**src/rtl/sprite_animation_sequencer_unit_macros.svh**
```systemverilog
// Assertion macros for the sprite animation sequencer.
// Included by the top level; needs no other file.
`ifndef SPRITE_ANIMATION_SEQUENCER_UNIT_MACROS_SVH
`define SPRITE_ANIMATION_SEQUENCER_UNIT_MACROS_SVH

// Consequent must hold in the same cycle as the antecedent.
`define SAS_ASSERT_SAME(label, clk, rst, ante, cons) \
  label: assert property (@(posedge clk) disable iff (rst) (ante) |-> (cons)) \
    else $error("sas: same-cycle check failed");

// Consequent must hold in the cycle after the antecedent.
`define SAS_ASSERT_NEXT(label, clk, rst, ante, cons) \
  label: assert property (@(posedge clk) disable iff (rst) (ante) |=> (cons)) \
    else $error("sas: next-cycle check failed");

`endif

```
**src/rtl/sas_pkg.sv**
```systemverilog
// Shared types and codes of the sprite animation sequencer.
// Used by every module of the block but sas_dur_mem; depends on nothing.
`timescale 1ns / 1ps

package sas_pkg;

  localparam int POS_W       = 40;
  localparam int DUR_W       = 16;
  localparam int CNT_W       = 5;
  localparam int FRAME_OUT_W = 4;
  localparam int ANIM_W      = 3;
  localparam int SPEED_W     = 16;
  localparam int PRIO_W      = 8;
  localparam int DELTA_W     = 16;
  localparam int PROD_W      = DELTA_W + SPEED_W;

  localparam logic [SPEED_W-1:0] SPEED_ONE = 16'd256;

  typedef enum logic [1:0] {
    CMD_TICK     = 2'd0,
    CMD_MSG      = 2'd1,
    CMD_LOAD_DUR = 2'd2,
    CMD_LOAD_HDR = 2'd3
  } cmd_t;

  localparam logic [1:0] PS_PAUSED = 2'd0;
  localparam logic [1:0] PS_INC    = 2'd1;
  localparam logic [1:0] PS_DEC    = 2'd2;

  localparam logic [1:0] LOOP_NONE     = 2'd0;
  localparam logic [1:0] LOOP_REPEAT   = 2'd1;
  localparam logic [1:0] LOOP_PINGPONG = 2'd2;
  localparam logic [1:0] LOOP_HOLD     = 2'd3;

  localparam logic [2:0] ACT_NONE  = 3'd0;
  localparam logic [2:0] ACT_PAUSE = 3'd1;
  localparam logic [2:0] ACT_STOP  = 3'd2;
  localparam logic [2:0] ACT_START = 3'd3;
  localparam logic [2:0] ACT_CONT  = 3'd4;

  // Result word, frame index in the lowest bits.
  typedef struct packed {
    logic                   accepted;
    logic [ANIM_W-1:0]      anim_sel;
    logic [1:0]             play_state;
    logic [FRAME_OUT_W-1:0] frame_index;
  } res_t;

  typedef struct packed {
    logic [CNT_W-1:0] count;
    logic [1:0]       mode;
    logic             anim_ok;
  } hdr_t;

  typedef struct packed {
    logic              en;
    logic [ANIM_W-1:0] anim;
    logic [CNT_W-1:0]  count;
    logic [1:0]        mode;
  } hdr_wr_t;

endpackage

```
**src/rtl/sprite_animation_sequencer_unit.sv**
```systemverilog
// Sprite animation sequencer: plays one animated object from a table of frame
// durations, frame counts and loop modes (none, repeat, ping-pong, hold), driven by
// load, control-message and tick items on the input stream, one result word per
// item. Load and message items, and ticks while paused or on an empty animation,
// take one cycle. An active tick goes through ST_ADD, then ST_STEP, which makes
// one frame step per cycle (at most MAX_ADVANCE steps) through the single read
// port of the duration memory; no new item is taken meanwhile. Depends on sas_pkg,
// sas_dur_mem, sas_hdr_table, sas_core, sas_out_buf and the macros header.
`timescale 1ns / 1ps
`include "sprite_animation_sequencer_unit_macros.svh"

module sprite_animation_sequencer_unit #(
  parameter int MAX_FRAMES  = 16,
  parameter int NUM_ANIMS   = 8,
  parameter int MAX_ADVANCE = 64
) (
  input  logic        clk,
  input  logic        rst,
  input  logic        s_axis_tvalid,
  output logic        s_axis_tready,
  // delta_ms, msg_priority, msg_change_speed, msg_speed, anim_index, msg_action,
  // load_frame, load_duration, load_count, load_loop, zero pad
  input  logic [79:0] s_axis_tdata,
  // cmd
  input  logic [1:0]  s_axis_tuser,
  output logic        m_axis_tvalid,
  input  logic        m_axis_tready,
  // frame_index, play_state, selected animation, accepted, zero pad
  output logic [15:0] m_axis_tdata
);
  import sas_pkg::*;

  localparam int HN    = (NUM_ANIMS < (1 << ANIM_W)) ? NUM_ANIMS : (1 << ANIM_W);
  localparam int DEPTH = HN * MAX_FRAMES;
  localparam int AW    = (DEPTH > 1) ? $clog2(DEPTH) : 1;

  hdr_t              hdr;
  hdr_wr_t           hdr_wr;
  logic [ANIM_W-1:0] sel_anim;
  logic              mem_wr_en;
  logic [AW-1:0]     mem_wr_addr;
  logic [DUR_W-1:0]  mem_wr_data;
  logic [AW-1:0]     mem_rd_addr;
  logic [DUR_W-1:0]  mem_rd_data;
  logic              pend_full;
  logic              res_valid;
  res_t              res;
  res_t              out_word;

  sas_dur_mem #(
    .DEPTH (DEPTH),
    .AW    (AW),
    .DW    (DUR_W)
  ) u_dur_mem (
    .clk     (clk),
    .wr_en   (mem_wr_en),
    .wr_addr (mem_wr_addr),
    .wr_data (mem_wr_data),
    .rd_addr (mem_rd_addr),
    .rd_data (mem_rd_data)
  );

  sas_hdr_table #(
    .NUM_ANIMS  (NUM_ANIMS),
    .MAX_FRAMES (MAX_FRAMES)
  ) u_hdr_table (
    .clk     (clk),
    .rst     (rst),
    .wr      (hdr_wr),
    .rd_anim (sel_anim),
    .hdr     (hdr)
  );

  sas_core #(
    .NUM_ANIMS   (NUM_ANIMS),
    .MAX_FRAMES  (MAX_FRAMES),
    .MAX_ADVANCE (MAX_ADVANCE),
    .AW          (AW)
  ) u_core (
    .clk              (clk),
    .rst              (rst),
    .in_valid         (s_axis_tvalid),
    .in_ready         (s_axis_tready),
    .cmd              (s_axis_tuser),
    .delta_ms         (s_axis_tdata[15:0]),
    .msg_priority     (s_axis_tdata[23:16]),
    .msg_change_speed (s_axis_tdata[24]),
    .msg_speed        (s_axis_tdata[40:25]),
    .anim_index       (s_axis_tdata[43:41]),
    .msg_action       (s_axis_tdata[46:44]),
    .load_frame       (s_axis_tdata[50:47]),
    .load_duration    (s_axis_tdata[66:51]),
    .load_count       (s_axis_tdata[71:67]),
    .load_loop        (s_axis_tdata[73:72]),
    .hdr              (hdr),
    .hdr_wr           (hdr_wr),
    .sel_anim         (sel_anim),
    .mem_wr_en        (mem_wr_en),
    .mem_wr_addr      (mem_wr_addr),
    .mem_wr_data      (mem_wr_data),
    .mem_rd_addr      (mem_rd_addr),
    .mem_rd_data      (mem_rd_data),
    .pend_full        (pend_full),
    .res_valid        (res_valid),
    .res              (res)
  );

  sas_out_buf u_out_buf (
    .clk       (clk),
    .rst       (rst),
    .res_valid (res_valid),
    .res       (res),
    .pend_full (pend_full),
    .out_valid (m_axis_tvalid),
    .out_ready (m_axis_tready),
    .out_word  (out_word)
  );

  assign m_axis_tdata = {6'd0, out_word};

  // A load or message item lands in the output register or the pending slot at once.
  `SAS_ASSERT_NEXT(a_fast_item_result, clk, rst,
    s_axis_tvalid && s_axis_tready && (s_axis_tuser != CMD_TICK), m_axis_tvalid)
  `SAS_ASSERT_SAME(a_pend_behind_out, clk, rst, pend_full, m_axis_tvalid)
  `SAS_ASSERT_SAME(a_pend_blocks_input, clk, rst, pend_full, !s_axis_tready)

endmodule

```
**src/rtl/sas_dur_mem.sv**
```systemverilog
// Frame duration memory: one write port, one registered read port.
// Standalone; no package needed.
`timescale 1ns / 1ps

module sas_dur_mem #(
  parameter int DEPTH = 128,
  parameter int AW    = 7,
  parameter int DW    = 16
) (
  input  logic          clk,
  input  logic          wr_en,
  input  logic [AW-1:0] wr_addr,
  input  logic [DW-1:0] wr_data,
  input  logic [AW-1:0] rd_addr,
  output logic [DW-1:0] rd_data
);

  logic [DW-1:0] mem [DEPTH];

  always_ff @(posedge clk) begin
    if (wr_en) begin
      mem[wr_addr] <= wr_data;
    end
    rd_data <= mem[rd_addr];
  end

endmodule

```
**src/rtl/sas_hdr_table.sv**
```systemverilog
// Per-animation header table: frame count and loop mode, cleared by reset.
// Depends on sas_pkg.
`timescale 1ns / 1ps

module sas_hdr_table #(
  parameter int NUM_ANIMS  = 8,
  parameter int MAX_FRAMES = 16
) (
  input  logic             clk,
  input  logic             rst,
  input  sas_pkg::hdr_wr_t wr,
  input  logic [2:0]       rd_anim,
  output sas_pkg::hdr_t    hdr
);
  import sas_pkg::*;

  localparam int HN  = (NUM_ANIMS < (1 << ANIM_W)) ? NUM_ANIMS : (1 << ANIM_W);
  localparam int HIW = (HN > 1) ? $clog2(HN) : 1;

  logic [CNT_W-1:0] count_tab [HN];
  logic [1:0]       mode_tab  [HN];

  logic             wr_ok;
  logic             rd_ok;
  logic [HIW-1:0]   wr_idx;
  logic [HIW-1:0]   rd_idx;
  logic [CNT_W-1:0] wr_count;

  assign wr_ok  = 9'(wr.anim) < 9'(NUM_ANIMS);
  assign rd_ok  = 9'(rd_anim) < 9'(NUM_ANIMS);
  assign wr_idx = HIW'(wr.anim);
  assign rd_idx = HIW'(rd_anim);
  // Clamp counts above MAX_FRAMES.
  assign wr_count = (9'(wr.count) > 9'(MAX_FRAMES)) ? CNT_W'(MAX_FRAMES) : wr.count;

  always_ff @(posedge clk) begin
    if (rst) begin
      for (int i = 0; i < HN; i++) begin
        count_tab[i] <= '0;
        mode_tab[i]  <= LOOP_NONE;
      end
    end else if (wr.en && wr_ok) begin
      count_tab[wr_idx] <= wr_count;
      mode_tab[wr_idx]  <= wr.mode;
    end
  end

  assign hdr.count   = rd_ok ? count_tab[rd_idx] : '0;
  assign hdr.mode    = rd_ok ? mode_tab[rd_idx] : LOOP_NONE;
  assign hdr.anim_ok = rd_ok;

endmodule

```
**src/rtl/sas_core.sv**
```systemverilog
// Playback state and sequencer: messages, loads and the per-tick frame-step loop
// over the duration memory. Depends on sas_pkg.
`timescale 1ns / 1ps

module sas_core #(
  parameter int NUM_ANIMS   = 8,
  parameter int MAX_FRAMES  = 16,
  parameter int MAX_ADVANCE = 64,
  parameter int AW          = 7
) (
  input  logic                          clk,
  input  logic                          rst,
  input  logic                          in_valid,
  output logic                          in_ready,
  input  logic [1:0]                    cmd,
  input  logic [sas_pkg::DELTA_W-1:0]   delta_ms,
  input  logic [sas_pkg::PRIO_W-1:0]    msg_priority,
  input  logic                          msg_change_speed,
  input  logic [sas_pkg::SPEED_W-1:0]   msg_speed,
  input  logic [sas_pkg::ANIM_W-1:0]    anim_index,
  input  logic [2:0]                    msg_action,
  input  logic [3:0]                    load_frame,
  input  logic [sas_pkg::DUR_W-1:0]     load_duration,
  input  logic [sas_pkg::CNT_W-1:0]     load_count,
  input  logic [1:0]                    load_loop,
  input  sas_pkg::hdr_t                 hdr,
  output sas_pkg::hdr_wr_t              hdr_wr,
  output logic [sas_pkg::ANIM_W-1:0]    sel_anim,
  output logic                          mem_wr_en,
  output logic [AW-1:0]                 mem_wr_addr,
  output logic [sas_pkg::DUR_W-1:0]     mem_wr_data,
  output logic [AW-1:0]                 mem_rd_addr,
  input  logic [sas_pkg::DUR_W-1:0]     mem_rd_data,
  input  logic                          pend_full,
  output logic                          res_valid,
  output sas_pkg::res_t                 res
);
  import sas_pkg::*;

  localparam int FW   = (MAX_FRAMES > 1) ? $clog2(MAX_FRAMES) : 1;
  localparam int CMPW = (FW > CNT_W) ? FW : CNT_W;
  localparam int SCW  = $clog2(MAX_ADVANCE + 1);

  typedef enum logic [1:0] {ST_IDLE, ST_ADD, ST_STEP} state_t;

  state_t              state;
  logic [ANIM_W-1:0]   sel_q;
  logic [FW-1:0]       frame;
  logic [1:0]          run_state;
  logic [1:0]          before_pause;
  logic [PRIO_W-1:0]   held_prio;
  logic [SPEED_W-1:0]  speed;
  logic [POS_W-1:0]    position;
  logic [PROD_W-1:0]   product;
  logic [SCW-1:0]      step_cnt;

  logic                accept;
  logic                tick_live;
  logic                step_done;
  logic [POS_W:0]      pos_sum;
  logic [POS_W-1:0]    dur_pos;

  logic [CMPW-1:0]     last_c;
  logic [CMPW-1:0]     fr_c;
  logic [FW-1:0]       adv_frame;
  logic [1:0]          adv_state;

  logic                pass;
  logic [2:0]          act;
  logic [ANIM_W-1:0]   m_sel;
  logic [SPEED_W-1:0]  m_speed;
  logic [PRIO_W-1:0]   m_prio;
  logic [1:0]          m_run;
  logic [1:0]          m_bp;
  logic [FW-1:0]       m_frame;
  logic                m_clear;

  logic [AW-1:0]       base;
  logic [FW-1:0]       rd_frame;

  assign sel_anim  = sel_q;

  assign in_ready  = (state == ST_IDLE) && !pend_full;
  assign accept    = in_valid && in_ready;
  assign tick_live = (run_state != PS_PAUSED) && hdr.anim_ok && (hdr.count != '0);

  assign pos_sum   = {1'b0, position} + (POS_W + 1)'(product);
  assign dur_pos   = POS_W'({mem_rd_data, 8'h00});
  assign step_done = (step_cnt == SCW'(MAX_ADVANCE)) || (position <= dur_pos);

  // One frame step for the current direction and loop mode.
  always_comb begin
    last_c    = CMPW'(hdr.count) - CMPW'(1);
    fr_c      = CMPW'(frame);
    adv_frame = frame;
    adv_state = run_state;
    case (run_state)
      PS_INC: begin
        if (fr_c < last_c) begin
          adv_frame = frame + FW'(1);
        end else if (hdr.mode == LOOP_PINGPONG) begin
          if (frame != '0) adv_frame = frame - FW'(1);
          adv_state = PS_DEC;
        end else if (hdr.mode == LOOP_REPEAT) begin
          adv_frame = '0;
        end else if (hdr.mode == LOOP_NONE) begin
          adv_state = PS_PAUSED;
        end
      end
      PS_DEC: begin
        if (frame != '0) begin
          if (hdr.mode != LOOP_HOLD) adv_frame = frame - FW'(1);
        end else if (hdr.mode == LOOP_PINGPONG) begin
          if (hdr.count > CNT_W'(1)) adv_frame = FW'(1);
          adv_state = PS_INC;
        end else if (hdr.mode == LOOP_REPEAT) begin
          adv_frame = FW'(last_c);
        end else if (hdr.mode == LOOP_NONE) begin
          adv_state = PS_PAUSED;
        end
      end
      default: ;
    endcase
  end

  // Control message: priority check, then speed, animation switch and action.
  always_comb begin
    pass    = (msg_priority >= held_prio) || (run_state == PS_PAUSED);
    act     = msg_action;
    m_sel   = sel_q;
    m_speed = speed;
    m_prio  = held_prio;
    m_run   = run_state;
    m_bp    = before_pause;
    m_frame = frame;
    m_clear = 1'b0;
    if (anim_index != sel_q && act == ACT_CONT) act = ACT_START;
    if (pass) begin
      m_sel  = anim_index;
      m_prio = msg_priority;
      if (msg_change_speed) m_speed = msg_speed;
      case (act)
        ACT_PAUSE: begin
          if (run_state != PS_PAUSED) begin
            m_bp  = run_state;
            m_run = PS_PAUSED;
          end
        end
        ACT_STOP: begin
          m_bp    = PS_PAUSED;
          m_run   = PS_PAUSED;
          m_frame = '0;
          m_clear = 1'b1;
        end
        ACT_START: begin
          m_run   = PS_INC;
          m_frame = '0;
          m_clear = 1'b1;
        end
        ACT_CONT: begin
          if (run_state == PS_PAUSED) begin
            m_run = (before_pause == PS_PAUSED) ? PS_INC : before_pause;
            m_bp  = m_run;
          end
        end
        default: ;
      endcase
    end
  end

  // Duration read: current frame when the tick starts, the stepped frame after.
  assign base        = AW'(AW'(sel_q) * AW'(MAX_FRAMES));
  assign rd_frame    = (state == ST_STEP) ? adv_frame : frame;
  assign mem_rd_addr = base + AW'(rd_frame);

  assign mem_wr_en   = accept && (cmd == CMD_LOAD_DUR) && (9'(load_frame) < 9'(MAX_FRAMES))
                       && (9'(anim_index) < 9'(NUM_ANIMS));
  assign mem_wr_addr = AW'(AW'(anim_index) * AW'(MAX_FRAMES)) + AW'(load_frame);
  assign mem_wr_data = load_duration;

  assign hdr_wr.en    = accept && (cmd == CMD_LOAD_HDR);
  assign hdr_wr.anim  = anim_index;
  assign hdr_wr.count = load_count;
  assign hdr_wr.mode  = load_loop;

  always_ff @(posedge clk) begin
    if (rst) begin
      state        <= ST_IDLE;
      sel_q        <= '0;
      frame        <= '0;
      run_state    <= PS_PAUSED;
      before_pause <= PS_PAUSED;
      held_prio    <= '0;
      speed        <= SPEED_ONE;
      position     <= '0;
    end else begin
      unique case (state)
        ST_IDLE: begin
          if (accept) begin
            if (cmd == CMD_TICK) begin
              if (tick_live) begin
                product <= PROD_W'(delta_ms) * PROD_W'(speed);
                state   <= ST_ADD;
              end
            end else if (cmd == CMD_MSG) begin
              sel_q        <= m_sel;
              speed        <= m_speed;
              held_prio    <= m_prio;
              run_state    <= m_run;
              before_pause <= m_bp;
              frame        <= m_frame;
              if (m_clear) position <= '0;
            end
          end
        end
        ST_ADD: begin
          // Saturate the advanced position.
          position <= pos_sum[POS_W] ? {POS_W{1'b1}} : pos_sum[POS_W-1:0];
          step_cnt <= '0;
          state    <= ST_STEP;
        end
        ST_STEP: begin
          if (step_done) begin
            state <= ST_IDLE;
          end else begin
            position  <= position - dur_pos;
            frame     <= adv_frame;
            run_state <= adv_state;
            step_cnt  <= step_cnt + SCW'(1);
          end
        end
        default: state <= ST_IDLE;
      endcase
    end
  end

  always_comb begin
    res_valid = (accept && !(cmd == CMD_TICK && tick_live)) ||
                (state == ST_STEP && step_done);
    res.frame_index = FRAME_OUT_W'(frame);
    res.play_state  = run_state;
    res.anim_sel    = sel_q;
    res.accepted    = 1'b0;
    if (state == ST_IDLE && cmd == CMD_MSG) begin
      res.frame_index = FRAME_OUT_W'(m_frame);
      res.play_state  = m_run;
      res.anim_sel    = m_sel;
      res.accepted    = pass;
    end
  end

endmodule

```
**src/rtl/sas_out_buf.sv**
```systemverilog
// Output register with one pending slot, so a result can wait while the next
// item is taken. Depends on sas_pkg.
`timescale 1ns / 1ps

module sas_out_buf (
  input  logic          clk,
  input  logic          rst,
  input  logic          res_valid,
  input  sas_pkg::res_t res,
  output logic          pend_full,
  output logic          out_valid,
  input  logic          out_ready,
  output sas_pkg::res_t out_word
);
  import sas_pkg::*;

  res_t pend;
  logic out_free;

  assign out_free = !out_valid || out_ready;

  always_ff @(posedge clk) begin
    if (rst) begin
      pend_full <= 1'b0;
      out_valid <= 1'b0;
    end else if (out_free) begin
      if (pend_full) begin
        // Pending word goes first; a new one takes its slot.
        out_word  <= pend;
        out_valid <= 1'b1;
        pend      <= res;
        pend_full <= res_valid;
      end else begin
        out_word  <= res;
        out_valid <= res_valid;
      end
    end else if (res_valid) begin
      pend      <= res;
      pend_full <= 1'b1;
    end
  end

endmodule

```
**config.mk**
```make
export PLATFORM = sky130hd
export DESIGN_NAME = sprite_animation_sequencer_unit
export DESIGN_NICKNAME = d
export VERILOG_FILES = /design/src/rtl/sas_pkg.sv /design/src/rtl/sprite_animation_sequencer_unit.sv /design/src/rtl/sas_dur_mem.sv /design/src/rtl/sas_hdr_table.sv /design/src/rtl/sas_core.sv /design/src/rtl/sas_out_buf.sv
export VERILOG_INCLUDE_DIRS = /design/src /design/src/rtl
export SDC_FILE = /design/constraint.sdc
export NUM_CORES = 2
export LEC_CHECK = 0
export ABC_AREA = 0
export BUFFER_PORTS_ARGS = -buffer_cell sky130_fd_sc_hd__buf_4
export CAP_MARGIN = 20
export CORE_AREA = 2 2 474 476
export CTS_CLUSTER_DIAMETER = 100
export DETAILED_ROUTE_END_ITERATION = 8
export DIE_AREA = 0 0 476 478
export GPL_TIMING_DRIVEN = 1
export SLEW_MARGIN = 30
export SYNTH_ARGS = -nofsm -noshare
export SYNTH_HDL_FRONTEND = slang
export SYNTH_HIERARCHICAL = 1
export SYNTH_SLANG_ARGS = --single-unit
```
**constraint.sdc**
```tcl
create_clock -name clk -period 7.35 [get_ports clk]
set_input_delay 1.1025 -clock clk [delete_from_list [all_inputs] [get_ports clk]]
set_output_delay 1.1025 -clock clk [all_outputs]
set_load 0.01 [all_outputs]
```
==> metrics.json <==
{
  "worst-slew-pin-transition_ps": 985,
  "floorplan_core_area_sq_um": 223000,
  "die_height_um": 478,
  "vias": 51338,
  "dominantRegCellSynth": "sky130_fd_sc_hd__edfxtp_1",
  "routedWlPerCell_um": 27.1,
  "worst-endpoint-required_ps": 7950,
  "synth.avg_cell_area_sq_um": 18.6,
  "slew-limit-headroom_pct": 34.4,
  "antenna_violating_nets_post_route": 0,
  "synthToLayoutAreaGrowth_pct": 13.1,
  "startpoint_class_of_the_critical_path": "flop",
  "grt_pass1_wl_um": 351000,
  "cts.repair_timing.setup_buffer_count": 0,
  "numPortBuffers": 91,
  "cellLeakagePower_uw": 0.0365,
  "reg_to_reg_end": "u_core/product[31]$_DFFE_PP_",
  "cts_root_buffer": "sky130_fd_sc_hd__clkbuf_16",
  "drtPass1Iterations": 5,
  "vdd_ir_drop_max_mv": 0.203,
  "clock_latency_ps": 860,
  "synthAdderAreaFrac_pct": 6.16,
  "synth_xor_xnor_area_share_pct": 0.722,
  "postSynth.asyncResetShare_pct": 0,
  "area_of_the_mapped_netlist_sq_um": 99400,
  "instances_no_fill": 8807,
  "yosysWarningCount": 6,
  "top_post_synthesis_cells_by_count": "2163 x sky130_fd_sc_hd__edfxtp_1, 673 x sky130_fd_sc_hd__mux4_2, 282 x sky130_fd_sc_hd__nand2_1",
  "cp_max_fo": 17,
  "cap_violations": 0,
  "post-route-drc-count": 0,
  "hold_path.startpoint": "s_axis_tdata[19]",
  "crit_type": "flop to flop",
  "fmaxAchievable_mhz": 147,
  "worst_path_buffer_plus_inverter_count": 4,
  "die_area_sq_um": 228000,
  "layout_min_cycle_time_ps": 6820,
  "clock_path_buffers": 3,
  "holdPathEnd": "u_core/held_prio[3]$_SDFFE_PP0P_",
  "routed_wirelength_um": 239000,
  "tritoncts.num_buffers": 224,
  "row_count": 174,
  "setup_tns_ps": 0,
  "postSynthRegisterBits": 2258,
  "track_usage_pct": 21.0,
  "number_of_top_level_pins": 104,
  "finalClockSkew_ps": 36.9,
  "cpMaxStageDelayCell": "sky130_fd_sc_hd__dfxtp_1",
  "report.final.setup_viol": 0,
  "cts_htree_levels": 4,
  "clk_pin_slew_worst_paths_ps": 60,
  "ff2ff_setup_slack_ps": 530,
  "type_of_destination_of_the_critical_path": "flop",
  "clock_sink_count": 2258,
  "grt_setup_unrepaired": "false",
  "yosys.area_share.simple_pct": 4.21,
  "layout_worst_path_cycle_share_pct": 92.7,
  "sequential_element_share_of_the_synthesized_area_pct": 67.3,
  "synth.mux.area_fraction_pct": 16.2,
  "post_route_cells_drive_above_1_share_pct": 26.1,
  "cell_type_contributing_the_most_total_cell_area_after_synthesis": "sky130_fd_sc_hd__edfxtp_1",
  "post_synth_edffs": 2163,
  "synth.area.top_cells": "sky130_fd_sc_hd__edfxtp_1 65%, sky130_fd_sc_hd__mux4_2 15%, sky130_fd_sc_hd__fa_1 3.9%",
  "hold_path.class": "input pin to flop",
  "grt_start_max_net_pins": 93,
  "status": "finished clean",
  "power.density_cell_area_nw_per_um2": 235,
  "antenna_violations_before_repair": 17,
  "number_of_global_route_vias_before_repair": 51633,
  "viasPerCell": 5.83,
  "design_power_total_uw": 26400,
  "post-route-util_pct": 50.4,
  "r2r-start": "u_core/speed[1]$_SDFFE_PP0P_",
  "postCtsHoldBufs": 0,
  "r2r.worst_path.cells": 21,
  "globalplace.congestion": 0.859,
  "initial_core_util_pct": 44.5,
  "critical_path_arrival_ps": 7420,
  "finalHoldViolCount": 0,
  "synthMostInstantiatedCell": "sky130_fd_sc_hd__edfxtp_1",
  "max_slew_violation_count": 0,
  "synth_cell_type_count": 95,
  "die_w_um": 476,
  "timing.hold.worst_path_depth": 3,
  "cp_cell_sequence": "nand2_1, fa_1, fa_1, fa_1, inv_1, fa_1, fa_1, inv_1, fa_1, inv_1, ha_1, a21o_1, a21o_1, a221o_1, o41ai_2, o31ai_1, a211oi_1, buf_4, o21ai_0, a21oi_1, xnor2_1",
  "clock_tree_from_tritoncts": "yes",
  "crit_path_max_incr_delay_ps": 800,
  "detailedPlacementHpwl_um": 148000,
  "total_congestion_overflow": 0,
  "netlist_instances": 5358,
  "number_of_nets_in_the_finished_design": 6083,
  "post-place-cells": 8390,
  "synthDominantCellAreaShare_pct": 65.3,
  "worst_path_most_repeated_cell": "sky130_fd_sc_hd__fa_1",
  "cp_top_family": "adder cells",
  "drt_first_iter_violations": 5391,
  "cts_resized": 0,
  "compound_gate_portion_of_the_synthesized_area_pct": 2.94,
  "synth_top_family_by_area": "multiplexers"
}
final cells by class:
class	instances	area, sq um
fill	18070	111000
sequential	2258	66900
multi-input combinational	2515	30400
clock buffer	270	5850
tap	2992	3740
timing repair buffer	343	2970
clock inverter	141	1530
inverter	283	1060
antenna	5	12.5
sequential cells by signal, summed over array words and instances (netlist names), named ones only:
signal and count:
u_core/before_pause 2, u_core/frame 4, u_core/held_prio 8, u_core/position 40
u_core/product 32, u_core/sel_anim 3, u_core/speed 16, u_core/state 2
u_core/step_cnt 7, u_dur_mem/mem 2048, u_dur_mem/rd_data 16, u_hdr_table/count_tab 40
u_hdr_table/mode_tab 16, u_out_buf/out_valid 1, u_out_buf/out_word 10, u_out_buf/pend 10
u_out_buf/pend_full 1
how the worst max path moves through the flow:
stage | from | endpoint | cells after the start
finish | u_core/speed[1]$_SDFFE_PP0P_ | u_core/product[31]$_DFFE_PP_ | 21
global route | u_core/speed[1]$_SDFFE_PP0P_ | u_core/product[30]$_DFFE_PP_ | 20
CTS | u_core/speed[1]$_SDFFE_PP0P_ | u_core/product[31]$_DFFE_PP_ | 21
detailed placement | s_axis_tdata[5] | u_core/product[30]$_DFFE_PP_ | 22
global placement | s_axis_tdata[5] | u_core/product[30]$_DFFE_PP_ | 22
floorplan | s_axis_tdata[11] | u_core/product[31]$_DFFE_PP_ | 21
routing by layer:
layer	track usage, %	part of all wire (%)	vias to the layer above
li1	-	-	21725
met1	31.4	43	27420
met2	32.3	47	1858
met3	3.50	7.3	329
met4	5.26	2.3	6
met5	0	0.018	-
through the flow:
step / worst slack [ps] / hold slack [ps] / instance area, sq um
5_1_grt: 162 / 464 / 112000
3_5_place_dp: 9.68 / 484 / 105000
4_1_cts: 509 / 426 / 112000
3_3_place_gp: 49.3 / 472 / 105000
6_report: 533 / 489 / 112000
2_1_floorplan: 333 / 444 / 99400
kinds of logic after synthesis:
family,Yosys count
xor gates and xnor gates,82
DFF,2258
AOI/OAI and AO/OA,432
and+or+nand+nor,887
adders and majority gates,372
other,2
buffers and inverters,590
muxes,735
cells in the final DEF, fill, tap and decap left out, types with 13 or more instances in the layout:
cell type                   instances
sky130_fd_sc_hd__edfxtp_1        2163
sky130_fd_sc_hd__mux4_2           673
sky130_fd_sc_hd__buf_4            310
sky130_fd_sc_hd__nand2_1          282
sky130_fd_sc_hd__inv_1            277
sky130_fd_sc_hd__clkbuf_16        227
sky130_fd_sc_hd__fa_1             196
sky130_fd_sc_hd__ha_1             176
sky130_fd_sc_hd__nor2_1           144
sky130_fd_sc_hd__and2_1           133
sky130_fd_sc_hd__a21oi_1          131
sky130_fd_sc_hd__dfxtp_1           93
sky130_fd_sc_hd__nor3_1            80
sky130_fd_sc_hd__o21ai_0           72
sky130_fd_sc_hd__nor2_2            66
sky130_fd_sc_hd__clkinv_2          49
sky130_fd_sc_hd__xnor2_1           49
sky130_fd_sc_hd__clkinv_1          45
sky130_fd_sc_hd__nand3_1           44
sky130_fd_sc_hd__clkbuf_1          42
sky130_fd_sc_hd__xor2_1            33
sky130_fd_sc_hd__a21o_1            32
sky130_fd_sc_hd__buf_12            31
sky130_fd_sc_hd__mux2_2            29
sky130_fd_sc_hd__bufinv_16         25
sky130_fd_sc_hd__nand2b_1          22
sky130_fd_sc_hd__o21bai_1          17
sky130_fd_sc_hd__nor2b_1           17
sky130_fd_sc_hd__a211oi_1          16
sky130_fd_sc_hd__and3_1            14
sky130_fd_sc_hd__a221o_1           14
sky130_fd_sc_hd__a31oi_1           14
sky130_fd_sc_hd__nor2_4            13
sky130_fd_sc_hd__mux4_1            13
worst min-delay path, cell delays in order:
cell,delay [ps]
sky130_fd_sc_hd__buf_4,90
sky130_fd_sc_hd__mux2i_1,50
sky130_fd_sc_hd__nor2_1,70
where the power goes:
part           internal [uW]  total [uW]  switching [uW]
Combinational            254         836             582
Clock                   6560       11500            4900
Sequential             14100       14100            18.8
No activity file was read; power rests on OpenSTA's default activity.
